**config.mk**
```make
export PLATFORM = sky130hd
export DESIGN_NAME = lin_frame_receiver_top
export DESIGN_NICKNAME = d
export VERILOG_FILES = /design/src/rtl/lfr_pkg.sv /design/src/rtl/lin_frame_receiver_top.sv
export SDC_FILE = /design/constraint.sdc
export NUM_CORES = 1
export LEC_CHECK = 0
export BUFFER_PORTS_ARGS = -buffer_cell sky130_fd_sc_hd__buf_2
export CORE_MARGIN = 5
export CORE_UTILIZATION = 45
export DETAILED_ROUTE_END_ITERATION = 16
export GPL_TIMING_DRIVEN = 0
export PLACE_DENSITY = 0.7
export SLEW_MARGIN = 20
export SYNTH_ARGS = -nofsm -noshare
export SYNTH_HDL_FRONTEND = slang
export SYNTH_SLANG_ARGS = --single-unit
```
**constraint.sdc**
```tcl
create_clock -name clk -period 5.3 [get_ports clk]
set_input_delay 0.53 -clock clk [delete_from_list [all_inputs] [get_ports clk]]
set_output_delay 0.53 -clock clk [all_outputs]
set_load 0.01 [all_outputs]
```
**src/rtl/lfr_pkg.sv**
```systemverilog
`timescale 1ns / 1ps
// ----------------------------------------------------------------------------
// LIN frame receiver package
// Shared types, codes and the protected identifier function.
// ----------------------------------------------------------------------------
package lfr_pkg;

  // Frame parameters
  localparam int unsigned MAX_DATA   = 8;
  localparam logic [7:0]  SYNC_BYTE  = 8'h55;
  localparam logic [7:0]  SYNC_TRIES = 8'd254;
  localparam logic [5:0]  ID_MASK    = 6'h3F;

  // Event codes (s_axis_tuser)
  localparam logic [1:0] FUNC_BREAK  = 2'd0;
  localparam logic [1:0] FUNC_BYTE   = 2'd1;
  localparam logic [1:0] FUNC_HEADER = 2'd2;

  // Result status codes (m_axis_tuser)
  localparam logic [1:0] ST_OK       = 2'd0;
  localparam logic [1:0] ST_HEADER   = 2'd1;
  localparam logic [1:0] ST_PARITY   = 2'd2;
  localparam logic [1:0] ST_CHECKSUM = 2'd3;

  // Register indexes
  localparam logic REG_ENHANCED    = 1'b0;
  localparam logic REG_DATA_LENGTH = 1'b1;

  typedef enum logic [2:0] {
    PH_IDLE,
    PH_SYNC,
    PH_PID,
    PH_DATA
  } phase_t;

  // Protected identifier: id with P0 in bit 6, P1 in bit 7
  function automatic logic [7:0] make_pid(input logic [5:0] id);
    logic p0;
    logic p1;
    p0 = id[0] ^ id[1] ^ id[2] ^ id[4];
    p1 = ~(id[1] ^ id[3] ^ id[4] ^ id[5]);
    return {p1, p0, id};
  endfunction

endpackage

```
**src/rtl/lin_frame_receiver_top.sv**
```systemverilog
`timescale 1ns / 1ps
// ----------------------------------------------------------------------------
// LIN frame receiver
// Sync search, PID parity check, data collection and checksum check.
// ----------------------------------------------------------------------------
// Usage:
//   Slave stream carries one bus event per transaction: tuser selects break,
//   received byte or header sent; tdata carries the byte and the header id.
//   Master stream carries one result per finished frame, per parity error
//   and per header sent; tuser holds the status code.
//   APB port: register 0 (addr 0x0) enhanced checksum enable, register 1
//   (addr 0x4) data length, 1..8 (0 acts as 1, above 8 acts as 8).
// Timing:
//   An event is captured in the input register, evaluated against the frame
//   state once the output register can take a value, and its result lands in
//   the output register.
//   One event per cycle sustained; the only limit is the output register.
// Reset: frame state returns to idle, registers to classic checksum and
//   eight data bytes; both stream sides come up empty.
// Stall: with the result held by m_axis_tready low, the event in the input
//   register waits and s_axis_tready drops once that register is occupied.
// ----------------------------------------------------------------------------
module lin_frame_receiver_top (
  input  logic         clk,
  input  logic         rst,
  // Event stream
  input  logic         s_axis_tvalid,
  output logic         s_axis_tready,
  input  logic [15:0]  s_axis_tdata,   // [7:0] byte_value, [13:8] frame_id, [15:14] zero
  input  logic [1:0]   s_axis_tuser,   // [1:0] func
  // Result stream
  output logic         m_axis_tvalid,
  input  logic         m_axis_tready,
  output logic [87:0]  m_axis_tdata,   // [0] sync_error, [6:1] out_id,
                                       // [14:7] protected_id, [78:15] payload,
                                       // [82:79] payload_length, [87:83] zero
  output logic [1:0]   m_axis_tuser,   // [1:0] status
  // APB configuration
  input  logic         psel,
  input  logic         penable,
  input  logic         pwrite,
  input  logic [2:0]   paddr,
  input  logic [31:0]  pwdata,
  output logic [31:0]  prdata,
  output logic         pready
);
  import lfr_pkg::*;

  // --------------------------------------------------------------------------
  // Configuration registers
  // --------------------------------------------------------------------------
  logic       enhanced_checksum;
  logic [3:0] data_length;
  logic       cfg_write;

  assign pready    = 1'b1;
  assign cfg_write = psel & penable & pwrite & pready;

  always_ff @(posedge clk) begin
    if (rst) begin
      enhanced_checksum <= 1'b0;
      data_length       <= 4'(MAX_DATA);
    end else if (cfg_write) begin
      case (paddr[2])
        REG_ENHANCED:    enhanced_checksum <= pwdata[0];
        REG_DATA_LENGTH: data_length       <= pwdata[3:0];
        default: ;
      endcase
    end
  end

  always_comb begin
    case (paddr[2])
      REG_ENHANCED:    prdata = {31'd0, enhanced_checksum};
      REG_DATA_LENGTH: prdata = {28'd0, data_length};
      default:         prdata = 32'd0;
    endcase
  end

  // Effective data length, clamped to 1..MAX_DATA
  logic [3:0] dlen;
  always_comb begin
    if (data_length == 4'd0)                 dlen = 4'd1;
    else if (data_length > 4'(MAX_DATA))     dlen = 4'(MAX_DATA);
    else                                     dlen = data_length;
  end

  // --------------------------------------------------------------------------
  // Pipeline control: input register -> evaluate -> output register
  // --------------------------------------------------------------------------
  logic       in_valid;
  logic [1:0] in_func;
  logic [7:0] in_byte;
  logic [5:0] in_fid;
  logic       advance;   // output register can take a new value this cycle
  logic       proc;      // event in input register is evaluated this cycle

  assign advance       = ~m_axis_tvalid | m_axis_tready;
  assign proc          = in_valid & advance;
  assign s_axis_tready = ~in_valid | advance;

  always_ff @(posedge clk) begin
    if (rst) begin
      in_valid <= 1'b0;
    end else if (s_axis_tready) begin
      in_valid <= s_axis_tvalid;
    end
  end

  always_ff @(posedge clk) begin
    if (s_axis_tvalid && s_axis_tready) begin
      in_func <= s_axis_tuser;
      in_byte <= s_axis_tdata[7:0];
      in_fid  <= s_axis_tdata[13:8];
    end
  end

  // --------------------------------------------------------------------------
  // Frame state
  // --------------------------------------------------------------------------
  phase_t      phase, phase_next;
  logic [7:0]  zero_run, zero_run_next;
  logic        sync_flag, sync_flag_next;
  logic [5:0]  current_id, current_id_next;
  logic [7:0]  current_pid, current_pid_next;
  logic [3:0]  byte_count, byte_count_next;
  logic [11:0] running_sum, running_sum_next;
  logic [7:0]  payload_store [MAX_DATA];
  logic        store_we;

  // Result of the evaluated event
  logic        res_valid;
  logic [1:0]  res_status;
  logic        res_sync_error;
  logic [5:0]  res_id;
  logic [7:0]  res_pid;
  logic [63:0] res_payload;
  logic [3:0]  res_length;

  // Checksum and payload packing
  logic [7:0]  zero_run_inc;
  logic [7:0]  byte_pid;
  logic [11:0] sum_total;
  logic [8:0]  fold1;
  logic [8:0]  fold2;
  logic [7:0]  expect_cs;
  logic [63:0] packed_payload;

  assign zero_run_inc = zero_run + 8'd1;
  assign byte_pid     = make_pid(in_byte[5:0] & ID_MASK);
  assign sum_total    = running_sum + (enhanced_checksum ? {4'd0, current_pid} : 12'd0);
  assign fold1        = {1'b0, sum_total[7:0]} + {5'd0, sum_total[11:8]};
  assign fold2        = {1'b0, fold1[7:0]} + {8'd0, fold1[8]};
  assign expect_cs    = ~fold2[7:0];

  always_comb begin
    for (int i = 0; i < MAX_DATA; i++) begin
      packed_payload[8*i +: 8] = (4'(i) < byte_count) ? payload_store[i] : 8'd0;
    end
  end

  always_ff @(posedge clk) begin
    if (rst) begin
      phase       <= PH_IDLE;
      zero_run    <= 8'd0;
      sync_flag   <= 1'b0;
      current_id  <= 6'd0;
      current_pid <= 8'd0;
      byte_count  <= 4'd0;
      running_sum <= 12'd0;
    end else if (proc) begin
      phase       <= phase_next;
      zero_run    <= zero_run_next;
      sync_flag   <= sync_flag_next;
      current_id  <= current_id_next;
      current_pid <= current_pid_next;
      byte_count  <= byte_count_next;
      running_sum <= running_sum_next;
    end
  end

  always_ff @(posedge clk) begin
    if (proc && store_we) begin
      payload_store[byte_count[2:0]] <= in_byte;
    end
  end

  always_comb begin
    phase_next       = phase;
    zero_run_next    = zero_run;
    sync_flag_next   = sync_flag;
    current_id_next  = current_id;
    current_pid_next = current_pid;
    byte_count_next  = byte_count;
    running_sum_next = running_sum;
    store_we         = 1'b0;
    res_valid        = 1'b0;
    res_status       = ST_OK;
    res_sync_error   = 1'b0;
    res_id           = current_id;
    res_pid          = current_pid;
    res_payload      = 64'd0;
    res_length       = dlen;

    case (in_func)
      FUNC_BREAK: begin
        phase_next       = PH_SYNC;
        zero_run_next    = 8'd0;
        sync_flag_next   = 1'b0;
        byte_count_next  = 4'd0;
        running_sum_next = 12'd0;
      end
      FUNC_HEADER: begin
        current_id_next  = in_fid;
        current_pid_next = make_pid(in_fid);
        phase_next       = PH_DATA;
        sync_flag_next   = 1'b0;
        byte_count_next  = 4'd0;
        running_sum_next = 12'd0;
        res_valid        = 1'b1;
        res_status       = ST_HEADER;
        res_id           = in_fid;
        res_pid          = make_pid(in_fid);
      end
      FUNC_BYTE: begin
        case (phase)
          PH_SYNC: begin
            if (in_byte == SYNC_BYTE) begin
              phase_next = PH_PID;
            end else if (in_byte != 8'd0) begin
              sync_flag_next = 1'b1;
              phase_next     = PH_PID;
            end else begin
              zero_run_next = zero_run_inc;
              if (zero_run_inc >= SYNC_TRIES) phase_next = PH_PID;
            end
          end
          PH_PID: begin
            if (byte_pid != in_byte) begin
              phase_next     = PH_IDLE;
              res_valid      = 1'b1;
              res_status     = ST_PARITY;
              res_sync_error = sync_flag;
              res_id         = in_byte[5:0];
              res_pid        = in_byte;
            end else begin
              current_id_next  = in_byte[5:0];
              current_pid_next = in_byte;
              phase_next       = PH_DATA;
              byte_count_next  = 4'd0;
              running_sum_next = 12'd0;
            end
          end
          PH_DATA: begin
            if (byte_count < dlen) begin
              store_we         = 1'b1;
              byte_count_next  = byte_count + 4'd1;
              running_sum_next = running_sum + {4'd0, in_byte};
            end else begin
              phase_next  = PH_IDLE;
              res_valid   = 1'b1;
              res_payload = packed_payload;
              res_length  = byte_count;
              if (in_byte == expect_cs) begin
                res_status = ST_OK;
              end else begin
                res_status     = ST_CHECKSUM;
                res_sync_error = sync_flag;
              end
            end
          end
          default: ;  // idle: byte ignored
        endcase
      end
      default: ;  // unused event code
    endcase
  end

  // --------------------------------------------------------------------------
  // Output register
  // --------------------------------------------------------------------------
  logic [1:0]  out_status;
  logic        out_sync_error;
  logic [5:0]  out_id;
  logic [7:0]  out_pid;
  logic [63:0] out_payload;
  logic [3:0]  out_length;

  always_ff @(posedge clk) begin
    if (rst) begin
      m_axis_tvalid <= 1'b0;
    end else if (advance) begin
      m_axis_tvalid <= proc & res_valid;
    end
  end

  always_ff @(posedge clk) begin
    if (proc && res_valid) begin
      out_status     <= res_status;
      out_sync_error <= res_sync_error;
      out_id         <= res_id;
      out_pid        <= res_pid;
      out_payload    <= res_payload;
      out_length     <= res_length;
    end
  end

  assign m_axis_tuser = out_status;
  assign m_axis_tdata = {5'd0, out_length, out_payload, out_pid, out_id, out_sync_error};

endmodule
```
* Word level (Yosys, flattened, before mapping)
Memory sizes are Yosys's and may differ from the RTL's. A register that Yosys moved wholly into a read port is not among the register bits.
Index checks and enable logic that the tools add are counted.
** Word-level totals
- Memory bits (writable) :: 64
- Memories kept :: 1
- Output and inout port bits :: 125
- Input port bits :: 60
- Flip-flop bits (word level) :: 86
- Logic and storage cells :: 177
** Memories
- payload_store :: depth 8, width 8, read ports 8, clocked after Yosys merged registers in 8, write ports 1, line lin_frame_receiver_top.sv:128 : logic [7:0] payload_store [MAX_DATA];
** Cells by class
- Reduce and logical (&&, ||, !) cells :: 26
- Magnitude comparators :: 11
- Equal/unequal tests :: 20
- Muxes and demuxes :: 60
- Add/sub/neg operators :: 6
- Bitwise gates (word level) :: 34
** Operators with widths (number)
- two-way mux 8 bit :: 8
- one-hot mux 32 bit (2 select lines) :: 1
- one-hot mux 12 bit (2 select lines) :: 2
- one-hot mux 8 bit (2 select lines) :: 3
- OR reduction 4 bit :: 8
- two-way mux 4 bit :: 7
- adder 12 x 8 -> 12 bit :: 2
- two-way mux 12 bit :: 2
- two-way mux 6 bit :: 4
- one-hot mux 6 bit (2 select lines) :: 2
- AND reduction 5 bit :: 4
- one-hot mux 3 bit (3 select lines) :: 2
- less-than comparator 3 x 4 -> 1 bit (first input constant) :: 4
- one-hot mux 4 bit (2 select lines) :: 2
- inverter 1 bit :: 15
- two-way mux 1 bit :: 13
- two-way mux 3 bit :: 4
- XOR 1 bit :: 12
- adder 8 x 4 -> 9 bit :: 1
- != test 3 bit (second input constant) :: 3
- adder 8 x 1 -> 8 bit :: 1
- adder 8 x 1 -> 8 bit (second input constant) :: 1
- equality test 8 x 7 -> 1 bit (second input constant) :: 1
- equality test 8 bit :: 1
- other kinds (31) :: 54

* Longest topological paths before layout
Gate-level depths: netlist of the first run.
- Word-level depth :: 10
- Gate-level depth with buffers :: 28
- Mapped depth without buffers :: 28

* Worst setup path after synthesis of the first run
OpenSTA, ideal clock, no wires.
- Path kind :: register -> register
- Start :: register enhanced_checksum
- End :: register out_status[0] (netlist: m_axis_tuser[0]) (data pin)
- Clock period less this slack :: 5.125 ns
- Cell stages (with the launch flop) :: 27
- Slack :: 0.175 ns
- Library setup time :: 0.275 ns
- Data required time :: 5.025 ns
- Buffers on the path :: 0
- Arrival time :: 4.850 ns
- Cell sequence :: dfxtp_1 > and2_1 > ha_1 > inv_1 > fa_1 > nor2b_4 > o311a_1 > o31a_1 > o21ai_0 > nand2b_1 > xor2_1 > ha_1 > inv_1 > fa_1 > nor2b_1 > o21ai_0 > nand2b_1 > and2_2 > nand3_1 > nor3_1 > ha_1 > nand3_1 > or3_1 > or4b_1 > a21o_1 > a21oi_2 > o211ai_1
** Between the ends
- Longest elaborated chain between the ends :: 10
** RTL lines
- start, declared :: line lin_frame_receiver_top.sv:52 : logic enhanced_checksum;
- start signal, assigned :: line lin_frame_receiver_top.sv:65 : REG_ENHANCED: enhanced_checksum <= pwdata[0];
- two-way mux 8 bit :: line lin_frame_receiver_top.sv:151 : assign sum_total = running_sum + (enhanced_checksum ? {4'd0, current_pid} : 12'd0);
- adder 12 x 8 -> 12 bit :: line lin_frame_receiver_top.sv:151
- adder 8 x 4 -> 9 bit :: line lin_frame_receiver_top.sv:152 : assign fold1 = {1'b0, sum_total[7:0]} + {5'd0, sum_total[11:8]};
- adder 8 x 1 -> 8 bit :: line lin_frame_receiver_top.sv:153 : assign fold2 = {1'b0, fold1[7:0]} + {8'd0, fold1[8]};
- inverter 8 bit :: line lin_frame_receiver_top.sv:154 : assign expect_cs = ~fold2[7:0];
- equality test 8 bit :: line lin_frame_receiver_top.sv:264 : if (in_byte == expect_cs) begin
- two-way mux 2 bit :: line lin_frame_receiver_top.sv:264
- two-way mux 2 bit :: line lin_frame_receiver_top.sv:255 : if (byte_count < dlen) begin
- one-hot mux 2 bit (2 select lines) :: line lin_frame_receiver_top.sv:226 : case (phase)
- one-hot mux 2 bit (2 select lines) :: line lin_frame_receiver_top.sv:205 : case (in_func)
- via res_status[0] :: line lin_frame_receiver_top.sv:133 : logic [1:0] res_status;
- end signal, assigned :: line lin_frame_receiver_top.sv:299 : out_status <= res_status;
- end, declared :: line lin_frame_receiver_top.sv:282 : logic [1:0] out_status;
The timed path passes the listed nets, and every way through them passes these cells.
A chain may end at the register's enable or synchronous reset.

* Final worst setup path of the first run
- Start :: register enhanced_checksum
- End :: register out_status[1] (netlist: m_axis_tuser[1]) (data pin)
Same word-level chain as after synthesis.

==> results of run 1 <==
routing by layer:
layer  vias up  share of wire [%]  track usage, %
met5         -                  0               0
met4         0                3.1           5.294
met3        45                6.9           3.245
met2       213                 49           29.34
met1      3058                 41           21.53
li1       3185                  -               -
flip-flops by register name, indices dropped and copies added, names as in the netlist:
register           flops
out_length             4
m_axis_tvalid          1
in_byte                8
out_sync_error         1
zero_run               8
current_id             5
m_axis_tuser           2
byte_count             4
phase                  2
current_pid            3
data_length            4
in_valid               1
sync_flag              1
in_func                2
payload_store         64
out_id                 5
out_payload           64
in_fid                 6
out_pid                3
enhanced_checksum      1
running_sum           12
worst max-delay path, delay by kind of cell, from the launching register on:
| family | cells | cell delay [ps] |
|---|---|---|
| AND/OR/NAND/NOR | 7 | 1190 |
| buffers and inverters | 9 | 1060 |
| XOR/XNOR | 2 | 310 |
| flip-flops | 1 | 360 |
| adder cells (fa/ha/maj) | 3 | 660 |
| AO/OA/AOI/OAI | 7 | 1380 |
logic make-up (layout without fill, tap and decap cells):
logic type / count (synthesis) / count (layout) / synth area share (%)
AO/OA/AOI/OAI: 141 / 141 / 9.913
multiplexers: 13 / 13 / 1.409
buffers and inverters: 95 / 271 / 5.530
other: 2 / 34 / 0.07829
adder cells (fa/ha/maj): 41 / 41 / 5.582
flip-flops: 201 / 201 / 58.54
XOR/XNOR: 49 / 49 / 4.630
AND/OR/NAND/NOR: 256 / 256 / 14.32
where the power goes:
group	switching, W	total [W]	leakage, nW	internal (W)
Combinational	0.000109	0.000182	2.43	0.0000731
Clock	0.000602	0.00149	0.341	0.000883
Sequential	0.0000283	0.00174	1.83	0.00171
worst paths after layout:
check	slack (ps)	startpoint	depth (start not counted)	to
max	70	enhanced_checksum	28	m_axis_tuser[1]
min	210	s_axis_tuser[0]	1	in_func[0]
max reg2reg	70	enhanced_checksum	28	m_axis_tuser[1]
min reg2reg	490	zero_run[7]	2	zero_run[7]
cells in the final DEF (no fill, tap or decap), types with 4 or more instances in the layout:
master / count
edfxtp_1: 159
buf_2: 122
and2_1: 67
nor2_1: 65
buf_4: 59
a21oi_1: 41
dfxtp_1: 40
ha_1: 34
conb_1: 34
nand2_1: 31
xnor2_1: 31
clkbuf_1: 24
inv_1: 23
o21ai_0: 21
clkbuf_16: 21
xor2_1: 15
a22oi_1: 15
nor3_1: 14
and3_1: 14
mux2i_1: 11
nand3_1: 10
o21ai_1: 10
or3_1: 6
nand4_1: 6
a21o_1: 5
a211oi_1: 5
clkinv_2: 5
nor2b_1: 4
a211oi_2: 4
o211ai_1: 4
nand2b_1: 4
area by class of cell:
class                      instances  share of cell area, %
buffer                            69                  3.712
multi-input combinational        534                  31.87
clock inverter                    13                  1.309
clock buffer                      25                  4.635
sequential                       201                  48.20
tap                              275                  2.951
timing repair buffer             138                  6.491
inverter                          26                 0.8369
per-stage QoR:
step,cells,area [um2]
detailed placement,1224,10690
floorplan,830,9713
global placement,1223,10650
global route,1281,11660
CTS,1274,11540
finish,1281,11660
timing repair:
action | CTS | global route
setup buffers | 12 | 7
endpoints found under the setup margin | 3 | 3
hold endpoints to repair | 0 | 0
pin swaps | 10 | 12
gates cloned | 0 | 0
gates resized for setup | 21 | 13
==> results.yml, run 1 <==
outcome:
  outcome: "complete, no violations"
timing:
  slew_headroom_pct: 34.09
  hold_violations: 0
  fin_hold_ws_ps: 205.9
  slew_viol_final: 0
  skew_ps: 11.82
  fmax_mhz: 191.4
  finalSetupViolCount: 0
  worstMarginPinSlew_ps: 981.0
  layout_worst_path_cycle_share_pct: 98.59
  fin_ws_ps: 74.87
  rsz0062_at_grt: "true"
  finalCriticalPeriod_ps: 5225
  fin_tns_setup_ps: 0
global_routing:
  grt_first_pass_wirelength_um: 32830
  grt_max_degree: 57
  grt-ovfl-total: 0
  grtUsageTotal_pct: 16.94
  grt_antenna_before_repair: 0
  first_global_vias: 6146
setup_path:
  endpoint_kind: "register"
  cp_slowest_cell: "or4b_1"
  cpPeakStageDelay_ps: 520
  path_class: "register to register"
  crit_arrival_ps: 5440
  crit_top_cell: "buf_4"
  critPathMaxFanout: 6
  crit_required_ps: 5520
  worstSetupStartpointType: "register"
synthesis:
  synth_ff_type: "edfxtp_1"
  syn_area_mm2: 0.009593
  synth-edff-count: 159
  synth_common_cells: "159 x edfxtp_1, 68 x and2_1, 66 x nor2_1"
  yosys_warnings: 0
  netlist_instances: 798
  yosysSeqAreaShare_pct: 58.54
  synth.largest_area_cell: "edfxtp_1"
  netlist.area_leader.share_pct: 49.77
  avgSynthCellArea_um2: 12.02
  ys_top_cells_by_area: "edfxtp_1 50%, dfxtp_1 8.8%, ha_1 5.0%, and2_1 4.4%, buf_4 3.2%"
  synthDistinctLibCells: 70
  synth-seq-cells: 201
  yosysMostFrequentCell: "edfxtp_1"
  synthArstFlopShare_pct: 0
detailed_routing:
  wl_um: 21380
  wl_per_cell_um: 16.69
  vias: 6501
  antenna_left: 0
  dr.pass1.iters: 5
  viasPerCell: 5.075
  drt_iter0_drc: 429
  post-route-drc-count: 0
pwr:
  power_leakage_nw: 4.594
  peakVddDrop_mv: 0.2369
  p_total_w: 0.003409
  power_density_mw_per_mm2: 292.3
cts:
  clk_path_buf_depth: 3
  htreeDepth: 1
  ctsHoldBuffers: 0
  cts-root-buf: "clkbuf_16"
  clk_pin_slew_worst_paths_ps: 60
  tritoncts: "done"
  clock_sinks: 201
  numCtsBuffers: 21
  clock_latency_ps: 500
final_layout:
  fillers: 1755
  regArea_mm2: 0.005620
  insertedDiodeCount: 0
  nNetsFinal: 1092
  drive_above_1_share_pct: 26.74
  utilization_pct: 55.47
  area_delta_synth_final_pct: 21.56
  multi_input_area_mm2: 0.003716
placement:
  dp_hpwl_um: 15050
  gp_congestion: 0.8877
  io_buffers: 118
  place_ws_ps: -492.2
die:
  die_h_um: 156.0
  num_rows: 53
  start_util_pct: 45.63
  die-area_mm2: 0.02434
  core_mm2: 0.02102
  ios: 185
  die_w_um: 156.0
job:
  cap_violations: 0
hold_path:
  hp-class: "input port to register"
(Power assumes the default switching activity.)
==> run 2, diff against run 1 <==
--- a/config.mk
+++ b/config.mk
@@ -5,6 +5,7 @@
 export SDC_FILE = /design/constraint.sdc
 export NUM_CORES = 1
 export LEC_CHECK = 0
+export ABC_AREA = 1
 export BUFFER_PORTS_ARGS = -buffer_cell sky130_fd_sc_hd__buf_2
 export CORE_MARGIN = 5
 export CORE_UTILIZATION = 45
==> run 2 against run 1 <==
  * Wire length is 1.8% higher
  * Sequential cell count unchanged
  * Fmax increased by 5.5%
  * Area after synthesis rose by 2.2%
  * First-iteration DRC count grew 17%
  * Largest power group unchanged
  * Via count grew 10%
  * Clock skew is 2.8 ps lower
  * Worst hold slack gained 0.81 ps
  * Global-route usage grew 0.22 points
  * Combinational power grew 19%
  * Non-clock buffer count fell by 26
  * Register-to-register slack improved by 270 ps
  * Critical endpoint is now m_axis_tuser[0]
==> results.yml, run 2 <==
outcome:
  outcome: "complete, no violations"
detailed_routing:
  post-route-drc-count: 0
  dr.pass1.iters: 5
  wl_um: 21770
  viasPerCell: 4.825
  drt_iter0_drc: 504
  antenna_left: 0
  wl_per_cell_um: 14.67
  vias: 7161
setup_path:
  crit_required_ps: 5520
  path_class: "register to register"
  cpPeakStageDelay_ps: 420
  crit_arrival_ps: 5170
  worstSetupStartpointType: "register"
  critPathMaxFanout: 6
  cp_slowest_cell: "fa_2"
  endpoint_kind: "register"
final_layout:
  area_delta_synth_final_pct: 18.52
  nNetsFinal: 1290
  instances_no_fill: 1484
  fillers: 1944
  final_common_cell: "inv_1"
  drive_above_1_share_pct: 19.93
  insertedDiodeCount: 0
  final_cell_mix: "165 x inv_1, 159 x edfxtp_1, 155 x nand2_1"
timing:
  fmax_mhz: 201.8
  worstMarginPinSlew_ps: 1028
  hold_violations: 0
  finalCriticalPeriod_ps: 4955
  skew_ps: 9.051
  fin_hold_ws_ps: 206.7
  finalSetupViolCount: 0
  fin_tns_setup_ps: 0
  slew_headroom_pct: 30.97
  layout_worst_path_cycle_share_pct: 93.48
  slew_viol_final: 0
placement:
  gp_congestion: 0.9197
  io_buffers: 118
  numPlacedInstances: 1442
  dp_hpwl_um: 15520
pwr:
  p_sw_w: 0.0007432
  power_frac_seq_pct: 53.6
  switching_share_pct: 22.67
  power_density_mw_per_mm2: 282.1
  internal_power_w: 0.002535
  power_leakage_nw: 5.082
  peakVddDrop_mv: 0.2139
  comb_power_share_pct: 6.6
  power_frac_clock_pct: 39.8
  p_total_w: 0.003278
synthesis:
  yosysSeqAreaShare_pct: 57.27
  synth-edff-count: 159
  synth-seq-cells: 201
  netlist.area_leader.share_pct: 48.70
  ys_top_cells_by_area: "edfxtp_1 49%, dfxtp_1 8.6%, inv_1 6.5%, nand2_1 6.1%, ha_1 4.8%"
  syn_area_mm2: 0.009804
  synthArstFlopShare_pct: 0
  avgSynthCellArea_um2: 9.698
  yosys_warnings: 0
  synth_common_cells: "170 x inv_1, 159 x edfxtp_1, 159 x nand2_1"
  synth_ff_type: "edfxtp_1"
  yosysMostFrequentCell: "inv_1"
  synthDistinctLibCells: 44
  synth.largest_area_cell: "edfxtp_1"
  netlist_instances: 1011
hold_path:
  hp-class: "input port to register"
cts:
  clk_pin_slew_worst_paths_ps: 60
  clock_sinks: 201
  cts-root-buf: "clkbuf_16"
  ctsHoldBuffers: 0
  clock_latency_ps: 490
  numCtsBuffers: 21
  clk_path_buf_depth: 3
  tritoncts: "done"
  htreeDepth: 1
global_routing:
  grt_antenna_before_repair: 0
  first_global_vias: 6631
  grt-ovfl-total: 0
  grt_max_degree: 59
  grt_first_pass_wirelength_um: 33850
  grtUsageTotal_pct: 17.17
job:
  cap_violations: 0
die:
  die-area_mm2: 0.02484
  die_w_um: 157.6
  die_h_um: 157.6
  ios: 185
  core_mm2: 0.02162
  num_rows: 54
  start_util_pct: 45.35
==> run 2: layer usage <==
metal / vias up / part of all wire [%] / wire [um] / GRT usage, %
li1: 3616 / - / - / -
met1: 3242 / 42 / 9100 / 23.04
met2: 259 / 48 / 10390 / 28.54
met3: 44 / 7.7 / 1670 / 3.034
met4: 0 / 2.8 / 606 / 5.490
met5: - / 0 / 0 / 0
==> run 2: cell families after synthesis <==
logic type,count (synthesis),share of synthesized area [%]
flops,201,57.27
xor+xnor,32,2.859
other cells,2,0.07660
simple gates,356,15.30
fa+ha+maj,41,5.462
buf+inv,232,10.67
compound gates,147,8.359
==> run 2: power groups by stage <==
stage | combinational (W) | clock (W) | sequential [W]
5_1_grt | 0.000241 | 0.00139 | 0.00176
3_5_place_dp | 0.000211 | 0 | 0.00179
4_1_cts | 0.000211 | 0.00133 | 0.00176
2_1_floorplan | 0.000150 | 0 | 0.00178
6_report | 0.000216 | 0.00130 | 0.00176
3_3_place_gp | 0.000207 | 0 | 0.00179
==> run 2: metrics by stage <==
| step | setup WS (ps) | util, % | area, um2 |
|---|---|---|---|
| floorplan | 637.8 | - | 9925 |
| global placement | -288.1 | 50.25 | 10870 |
| detailed placement | -318.3 | 50.39 | 10900 |
| CTS | 35.99 | 53.19 | 11500 |
| global route | -24.05 | 53.74 | 11620 |
| finish | 345.3 | 53.74 | 11620 |
==> run 2: repair_timing <==
action | in CTS | in global routing
resized for setup | 3 | 27
pin swaps | 0 | 12
endpoints found under the setup margin | 3 | 3
buffers inserted | 0 | 5
==> run 2: layout make-up <==
type	count	area [um2]	share of cell area, %
Clock inverter	12	60.06	0.5169
Timing Repair Buffer	124	653.1	5.621
Tap cell	280	350.3	3.015
Sequential cell	201	5620	48.37
Buffer	57	389.1	3.349
Clock buffer	26	544.3	4.684
Multi-Input combinational cell	610	3347	28.80
Inverter	174	655.6	5.642
==> run 2: critical path, delay by kind of cell, from the launching register on <==
family,cells,cell delay (ps)
fa+ha+maj,6,1480
buf+inv,6,470
flops,1,370
simple gates,19,1830
xor+xnor,1,190
compound gates,3,340
==> run 2: worst paths after layout <==
kind | start | cells after the start | end | slack, ps
min | s_axis_tuser[1] | 1 | in_func[1] | 210
min reg2reg | data_length[0] | 2 | data_length[0] | 480
max reg2reg | enhanced_checksum | 35 | m_axis_tuser[0] | 350
max | enhanced_checksum | 35 | m_axis_tuser[0] | 350
